$ cat config.mk
export PLATFORM = sky130hd
export DESIGN_NAME = md5_message_digest
export DESIGN_NICKNAME = d
export VERILOG_FILES = /design/src/rtl/md5_pkg.sv /design/src/rtl/md5_front.sv /design/src/rtl/md5_back.sv /design/src/rtl/md5_message_digest.sv
export SDC_FILE = /design/constraint.sdc
export NUM_CORES = 2
export LEC_CHECK = 0
export BUFFER_PORTS_ARGS = -buffer_cell sky130_fd_sc_hd__buf_2
export CORE_MARGIN = 2
export CORE_UTILIZATION = 53
export DETAILED_ROUTE_END_ITERATION = 10
export PLACE_DENSITY = 0.69
export RECOVER_POWER = 100
export SYNTH_ARGS = -nofsm -noshare
export SYNTH_HDL_FRONTEND = slang
export SYNTH_SLANG_ARGS = --single-unit
$ cat constraint.sdc
create_clock -name i_clk -period 33.2 [get_ports i_clk]
set_input_delay 3.32 -clock i_clk [delete_from_list [all_inputs] [get_ports i_clk]]
set_output_delay 3.32 -clock i_clk [all_outputs]
set_load 0.02 [all_outputs]
$ cat src/rtl/md5_pkg.sv
package md5_pkg;
    localparam int LENGTH_BITS = 64;
    localparam int QDEPTH = 2;

    typedef struct packed {
        logic [7:0] data_byte;
        logic       byte_valid;
        logic       is_last;
    } t_req;

    localparam logic [31:0] INIT_A = 32'h67452301;
    localparam logic [31:0] INIT_B = 32'hEFCDAB89;
    localparam logic [31:0] INIT_C = 32'h98BADCFE;
    localparam logic [31:0] INIT_D = 32'h10325476;
    localparam logic [7:0]  PAD_BYTE = 8'h80;

    function automatic logic [31:0] round_const(input logic [5:0] i);
        logic [31:0] k [64];
        k = '{32'hd76aa478, 32'he8c7b756, 32'h242070db, 32'hc1bdceee, 32'hf57c0faf,
              32'h4787c62a, 32'ha8304613, 32'hfd469501, 32'h698098d8, 32'h8b44f7af,
              32'hffff5bb1, 32'h895cd7be, 32'h6b901122, 32'hfd987193, 32'ha679438e,
              32'h49b40821, 32'hf61e2562, 32'hc040b340, 32'h265e5a51, 32'he9b6c7aa,
              32'hd62f105d, 32'h02441453, 32'hd8a1e681, 32'he7d3fbc8, 32'h21e1cde6,
              32'hc33707d6, 32'hf4d50d87, 32'h455a14ed, 32'ha9e3e905, 32'hfcefa3f8,
              32'h676f02d9, 32'h8d2a4c8a, 32'hfffa3942, 32'h8771f681, 32'h6d9d6122,
              32'hfde5380c, 32'ha4beea44, 32'h4bdecfa9, 32'hf6bb4b60, 32'hbebfbc70,
              32'h289b7ec6, 32'heaa127fa, 32'hd4ef3085, 32'h04881d05, 32'hd9d4d039,
              32'he6db99e5, 32'h1fa27cf8, 32'hc4ac5665, 32'hf4292244, 32'h432aff97,
              32'hab9423a7, 32'hfc93a039, 32'h655b59c3, 32'h8f0ccc92, 32'hffeff47d,
              32'h85845dd1, 32'h6fa87e4f, 32'hfe2ce6e0, 32'ha3014314, 32'h4e0811a1,
              32'hf7537e82, 32'hbd3af235, 32'h2ad7d2bb, 32'heb86d391};
        return k[i];
    endfunction

    function automatic logic [4:0] rot_amount(input logic [3:0] j);
        logic [4:0] r [16];
        r = '{5'd7, 5'd12, 5'd17, 5'd22, 5'd5, 5'd9, 5'd14, 5'd20,
              5'd4, 5'd11, 5'd16, 5'd23, 5'd6, 5'd10, 5'd15, 5'd21};
        return r[j];
    endfunction
endpackage

$ cat src/rtl/md5_front.sv
module md5_front
    import md5_pkg::*;
(
    input  logic        i_clk,
    input  logic        i_rst_n,
    input  logic        i_valid,
    output logic        o_ready,
    input  t_req        i_req,
    output logic        o_valid,
    input  logic        i_ready,
    output t_req        o_req
);
    t_req       r_q [QDEPTH];
    logic [1:0] r_cnt;
    logic       r_wp, r_rp;
    logic       push, pop, keep;

    // items with neither byte nor end are dropped here
    assign keep    = i_req.byte_valid | i_req.is_last;
    assign o_ready = (r_cnt != 2'(QDEPTH));
    assign push    = i_valid & o_ready & keep;
    assign o_valid = (r_cnt != 2'd0);
    assign pop     = o_valid & i_ready;
    assign o_req   = r_q[r_rp];

    always_ff @(posedge i_clk) begin
        if (push) begin
            r_q[r_wp] <= i_req;
        end
        if (!i_rst_n) begin
            r_cnt <= '0;
            r_wp  <= 1'b0;
            r_rp  <= 1'b0;
        end else begin
            if (push) r_wp <= ~r_wp;
            if (pop)  r_rp <= ~r_rp;
            r_cnt <= r_cnt + 2'(push) - 2'(pop);
        end
    end
endmodule

$ cat src/rtl/md5_back.sv
module md5_back
    import md5_pkg::*;
(
    input  logic         i_clk,
    input  logic         i_rst_n,
    input  logic         i_valid,
    output logic         o_ready,
    input  t_req         i_req,
    output logic         o_valid,
    input  logic         i_ready,
    output logic [127:0] o_digest
);
    localparam logic [2:0] S_IDLE = 3'd0, S_RUN = 3'd1, S_PAD = 3'd2, S_OUT = 3'd3;

    logic [2:0]  r_st;
    logic [31:0] r_buf [16];
    logic [31:0] r_h [4];
    logic [31:0] r_a, r_b, r_c, r_d;
    logic [63:0] r_cnt;
    logic [5:0]  r_i;
    logic        r_fin;   // current compression belongs to the final padding
    logic        r_two;   // length block still to run
    logic        r_pad;   // padding still due after the current data block
    logic [5:0]  pos;
    logic [3:0]  wi, g;
    logic [1:0]  bi;
    logic [31:0] f, t, rot, sum;
    logic [63:0] bits;
    logic [4:0]  s;

    assign pos = r_cnt[5:0];
    assign wi  = pos[5:2];
    assign bi  = pos[1:0];
    assign bits = (r_cnt << 3) & {{(64-LENGTH_BITS){1'b0}}, {LENGTH_BITS{1'b1}}};
    assign o_ready = (r_st == S_IDLE);
    assign o_valid = (r_st == S_OUT);
    assign o_digest = {r_h[3], r_h[2], r_h[1], r_h[0]};

    always_comb begin
        unique case (r_i[5:4])
            2'd0: begin f = (r_b & r_c) | (~r_b & r_d); g = r_i[3:0]; end
            2'd1: begin f = (r_d & r_b) | (~r_d & r_c); g = 4'(5*r_i + 1); end
            2'd2: begin f = r_b ^ r_c ^ r_d;            g = 4'(3*r_i + 5); end
            default: begin f = r_c ^ (r_b | ~r_d);      g = 4'(7*r_i); end
        endcase
        sum = r_a + f + round_const(r_i) + r_buf[g];
        s   = rot_amount({r_i[5:4], r_i[1:0]});
        t   = (sum << s) | (sum >> (6'd32 - {1'b0, s}));
        rot = r_b + t;
    end

    always_ff @(posedge i_clk) begin
        if (!i_rst_n) begin
            r_st  <= S_IDLE;
            r_cnt <= '0;
            r_i   <= '0;
            r_fin <= 1'b0;
            r_two <= 1'b0;
            r_pad <= 1'b0;
            r_h[0] <= INIT_A; r_h[1] <= INIT_B; r_h[2] <= INIT_C; r_h[3] <= INIT_D;
        end else begin
            unique case (r_st)
                S_IDLE: if (i_valid) begin
                    if (i_req.byte_valid) begin
                        r_buf[wi] <= (bi == 2'd0) ? {24'd0, i_req.data_byte} :
                            (r_buf[wi] & ((32'd1 << {bi, 3'd0}) - 32'd1)) |
                            ({24'd0, i_req.data_byte} << {bi, 3'd0});
                        r_cnt <= r_cnt + 64'd1;
                    end
                    r_pad <= i_req.is_last;
                    if (i_req.byte_valid && pos == 6'd63) begin
                        r_st <= S_RUN;
                        r_a <= r_h[0]; r_b <= r_h[1]; r_c <= r_h[2]; r_d <= r_h[3];
                        r_i <= '0;
                    end else if (i_req.is_last) begin
                        r_st <= S_PAD;
                    end
                end
                S_PAD: begin
                    r_buf[wi] <= (bi == 2'd0) ? {24'd0, PAD_BYTE} :
                        (r_buf[wi] & ((32'd1 << {bi, 3'd0}) - 32'd1)) |
                        ({24'd0, PAD_BYTE} << {bi, 3'd0});
                    for (int k = 0; k < 16; k++) begin
                        if (4'(k) > wi) begin
                            if (pos < 6'd56 && k == 14) r_buf[k] <= bits[31:0];
                            else if (pos < 6'd56 && k == 15) r_buf[k] <= bits[63:32];
                            else r_buf[k] <= '0;
                        end
                    end
                    r_two <= (pos >= 6'd56);
                    r_fin <= 1'b1;
                    r_pad <= 1'b0;
                    r_a <= r_h[0]; r_b <= r_h[1]; r_c <= r_h[2]; r_d <= r_h[3];
                    r_i <= '0;
                    r_st <= S_RUN;
                end
                S_RUN: begin
                    if (r_i != 6'd63) begin
                        r_a <= r_d; r_d <= r_c; r_c <= r_b; r_b <= rot;
                        r_i <= r_i + 6'd1;
                    end else begin
                        r_i <= '0;
                        r_h[0] <= r_h[0] + r_d;
                        r_h[1] <= r_h[1] + rot;
                        r_h[2] <= r_h[2] + r_b;
                        r_h[3] <= r_h[3] + r_c;
                        if (!r_fin) begin
                            r_st <= r_pad ? S_PAD : S_IDLE;
                        end else if (r_two) begin
                            r_two <= 1'b0;
                            for (int k = 0; k < 14; k++) r_buf[k] <= '0;
                            r_buf[14] <= bits[31:0];
                            r_buf[15] <= bits[63:32];
                            r_a <= r_h[0] + r_d; r_b <= r_h[1] + rot;
                            r_c <= r_h[2] + r_b; r_d <= r_h[3] + r_c;
                        end else begin
                            r_st <= S_OUT;
                        end
                    end
                end
                S_OUT: if (i_ready) begin
                    r_st  <= S_IDLE;
                    r_cnt <= '0;
                    r_fin <= 1'b0;
                    r_pad <= 1'b0;
                    r_h[0] <= INIT_A; r_h[1] <= INIT_B; r_h[2] <= INIT_C; r_h[3] <= INIT_D;
                end
                default: r_st <= S_IDLE;
            endcase
        end
    end
endmodule

$ cat src/rtl/md5_message_digest.sv
// bytes pass through a registered queue and are written into the block buffer while idle
// the compression loop runs one round per cycle, and no bytes are taken while it runs
// end of message: a pad step, then one or two compressions before the digest shows
// a 2-entry queue lets bytes arrive while a block is compressed
// synchronous active-low reset restores the initial chaining words and clears the count
module md5_message_digest
    import md5_pkg::*;
(
    input  logic         i_clk,
    input  logic         i_rst_n,
    input  logic         s_axis_tvalid,
    output logic         s_axis_tready,
    input  logic [7:0]   s_axis_tdata,  // data_byte
    input  logic         s_axis_tuser,  // byte_valid
    input  logic         s_axis_tlast,  // is_last
    output logic         m_axis_tvalid,
    input  logic         m_axis_tready,
    output logic [127:0] m_axis_tdata   // digest_word0..digest_word3
);
    t_req in_req, q_req;
    logic q_valid, q_ready;

    assign in_req = '{data_byte: s_axis_tdata, byte_valid: s_axis_tuser,
                      is_last: s_axis_tlast};

    md5_front u_front (
        .i_clk(i_clk), .i_rst_n(i_rst_n),
        .i_valid(s_axis_tvalid), .o_ready(s_axis_tready), .i_req(in_req),
        .o_valid(q_valid), .i_ready(q_ready), .o_req(q_req)
    );

    md5_back u_back (
        .i_clk(i_clk), .i_rst_n(i_rst_n),
        .i_valid(q_valid), .o_ready(q_ready), .i_req(q_req),
        .o_valid(m_axis_tvalid), .i_ready(m_axis_tready), .o_digest(m_axis_tdata)
    );
endmodule

==> results.yml <==
outcome:
  status: "complete, but fails checks"
  violations: "capacitance limit, slew limit"
finish:
  final_util_pct: 57.5
  drive_gt1_share_pct: 9.56
  synthToLayoutAreaGrowth_pct: 7.97
  seq_area_um2: 20100
  nNetsFinal: 7119
  final_cells: 8387
  fillers: 10200
  multi_input_area_um2: 36700
drt:
  wl_um: 229000
  dr.pass1.iters: 7
  via_count: 55700
  drc: 0
  wl_per_cell_um: 27.2
  vias_per_cell: 6.64
  drtIter0Drc: 7212
  ant_nets: 0
timing:
  fin_crit_ns: 19.32
  finalMaxSlewViolations: 1327
  maxSlewHeadroom_pct: -153
  worstMarginPinSlew_ns: 3.80
  fin_skew_ns: 0.0609
  fin_setup_tns_ns: 0
  finalCritPeriodShare_pct: 58.2
  hold_viol: 0
  fmax_mhz: 51.8
  setup_viol: 0
  rsz0062_at_grt: "no"
clock_tree:
  cts_hold_buf: 0
  clk_pin_slew_ns: 0.06
  cts_root_buf: "clkbuf_16"
  cts_tree: "done"
  cts_buffers: 94
  insertion_delay_ns: 0.73
  htreeDepth: 3
  clockBufferDepth: 3
  cts_resized: 0
  cts_setup_buffers: 0
  cts.sinks: 869
logic_synthesis:
  ys.warnings.count: 0
  yosysUniqueCellTypes: 82
  ys_async_sr_fraction_pct: 0
  yosys.area.top_type_share_pct: 20.0
  netlist_area_um2: 59700
  ys.flop_type: "dfxtp_1"
  synthCells: 6945
  synth.most_common_cell: "nand2_1"
  avgSynthCellArea_um2: 8.59
  yosys_register_bits: 869
  ys_top_cells_by_count: "1122 x nand2_1, 819 x a21oi_1, 753 x nor2_1"
  yosys-top-cells-area: "dfxtp_1 20%, edfxtp_1 14%, mux4_2 11%"
  synth_area_leader_cell: "dfxtp_1"
  syn_nets: 7257
  ys_seq_area_share_pct: 33.7
  synth-edff-count: 273
global_route:
  grt_overflow: 0
  grtUsageMet3_pct: 8.84
  use_met1_pct: 47.8
  gr-usage-met2_pct: 59.4
  grtUsageTotal_pct: 38.5
  top_usage_layer: "met2"
  grt_pass1_vias: 52200
  grt_pass1_wl_um: 338000
  antenna_found_initial: 6
  grt_max_degree: 98
critical_path:
  slowest_stage: "clkbuf_1"
  crit_top_cell: "o21ai_0"
  path_max_fanout: 97
  required_ns: 33.65
  worstSetupEndpointType: "flip-flop"
  critPathArrivalTime_ns: 19.77
  worstSetupPathType: "reg2reg"
  crit_path_max_incr_delay_ns: 2.17
  cp-start-kind: "flip-flop"
die:
  row_count: 123
  core_um2: 112000
  initial_utilization_pct: 53.3
  dieWidth_um: 340
  die_area_um2: 115000
  io_pins: 144
  fp.dieH_um: 340
flow_run:
  max_cap_violations: 34
placement:
  dp.cells: 8210
  place_hpwl_um: 158000
  globalplace.congestion: 1.06
  place.port_buffers: 143
power:
  power_leakage_nw: 23.4
  p_per_area_nw_per_um2: 88.0
  vdd_drop_max_uv: 141
  power_w: 0.00567
worst_hold_path:
  hold_path.class: "reg2reg"
## cells in the final DEF (no fill, tap or decap), types with 19 or more instances in the layout
cell / instances
maj3_1: 30
nor2b_1: 62
xor2_1: 133
o221a_2: 32
o211ai_1: 51
inv_1: 272
mux4_2: 291
or3_1: 28
clkbuf_1: 191
o21bai_1: 26
and3_1: 37
xnor2_1: 133
a211oi_1: 235
a22o_1: 20
a21oi_1: 817
o31ai_1: 23
a22oi_1: 27
o21ai_0: 264
a21o_1: 85
nor2_1: 750
dfxtp_1: 589
o21a_1: 28
mux2i_1: 111
fa_1: 69
ha_1: 228
nand3_1: 116
mux2_2: 25
clkbuf_16: 98
and2_1: 19
nand2_1: 1121
nand2b_1: 34
a31oi_1: 131
a221o_1: 19
buf_4: 100
edfxtp_1: 273
nor3_1: 85
## final timing paths
path	startpoint	endpoint	slack, ns	cells past startpoint
worst max-delay path	u_back.r_i[4]	u_back.r_b[30]	13.88	54
worst min-delay path	u_back.r_buf[12][22]	u_back.r_buf[12][22]	0.46	2
worst max register to register	u_back.r_i[4]	u_back.r_b[30]	13.88	54
worst min register to register	u_back.r_buf[12][22]	u_back.r_buf[12][22]	0.46	2
## area by class of cell
cell class	instances	share of cell area, %
Multi-Input combinational cell	5290	57.0
Sequential cell	869	31.3
Clock buffer	130	4.18
Tap cell	1500	2.91
Timing Repair Buffer	275	2.24
Inverter	277	1.61
Clock inverter	45	0.775
Antenna cell	1	0.00388
## layer usage
metal,share of wire (%),up-vias
met5,0.012,-
met4,8.3,4
met3,11,862
met2,44,3631
met1,36,26500
li1,-,24700
## where the power goes
group | total, W | internal (W) | switching, W
combinational | 0.00338 | 0.00126 | 0.00212
sequential | 0.00119 | 0.00115 | 0.0000459
clock | 0.00110 | 0.000619 | 0.000479
## state kept, by name, summed over array words and instances, names as in the netlist, named ones only
signal and cells:
u_back.r_c 32, u_back.r_buf 512, u_back.r_pad 1, u_front.r_rp 1, u_front.r_wp 1, u_back.r_fin 1, u_back.r_b 32, u_front.r_q 20
u_back.r_h 128, u_back.r_d 32, u_back.r_st 2, u_back.r_cnt 61, u_back.r_i 6, u_back.r_a 32, u_back.r_two 1, u_front.r_cnt 2
## cells by family after synthesis
| kind of cell | synth area share, % |
|---|---|
| AOI/OAI and AO/OA | 19.9 |
| xor gates and xnor gates | 4.04 |
| adders and majority gates | 7.62 |
| buffers and inverters | 4.97 |
| DFF | 33.7 |
| muxes | 13.4 |
| and+or+nand+nor | 16.3 |
## critical path: cells and delay by family (launching register included)
family,cells,cell delay (ns)
compound gates,27,6.64
buf+inv,7,3.81
fa+ha+maj,6,2.51
mux,6,2.28
flops,1,2.08
simple gates,5,1.04
xor+xnor,3,0.54
## stage by stage
stage,worst slack [ns],hold WS (ns),cell area (µm²)
detailed placement,17.83,0.457,61600
CTS,17.82,0.466,64800
floorplan,19.78,0.436,59700
global placement,18.21,0.449,61600
global route,12.80,0.485,64400
finish,13.88,0.464,64400
(Power assumes the default switching activity.)
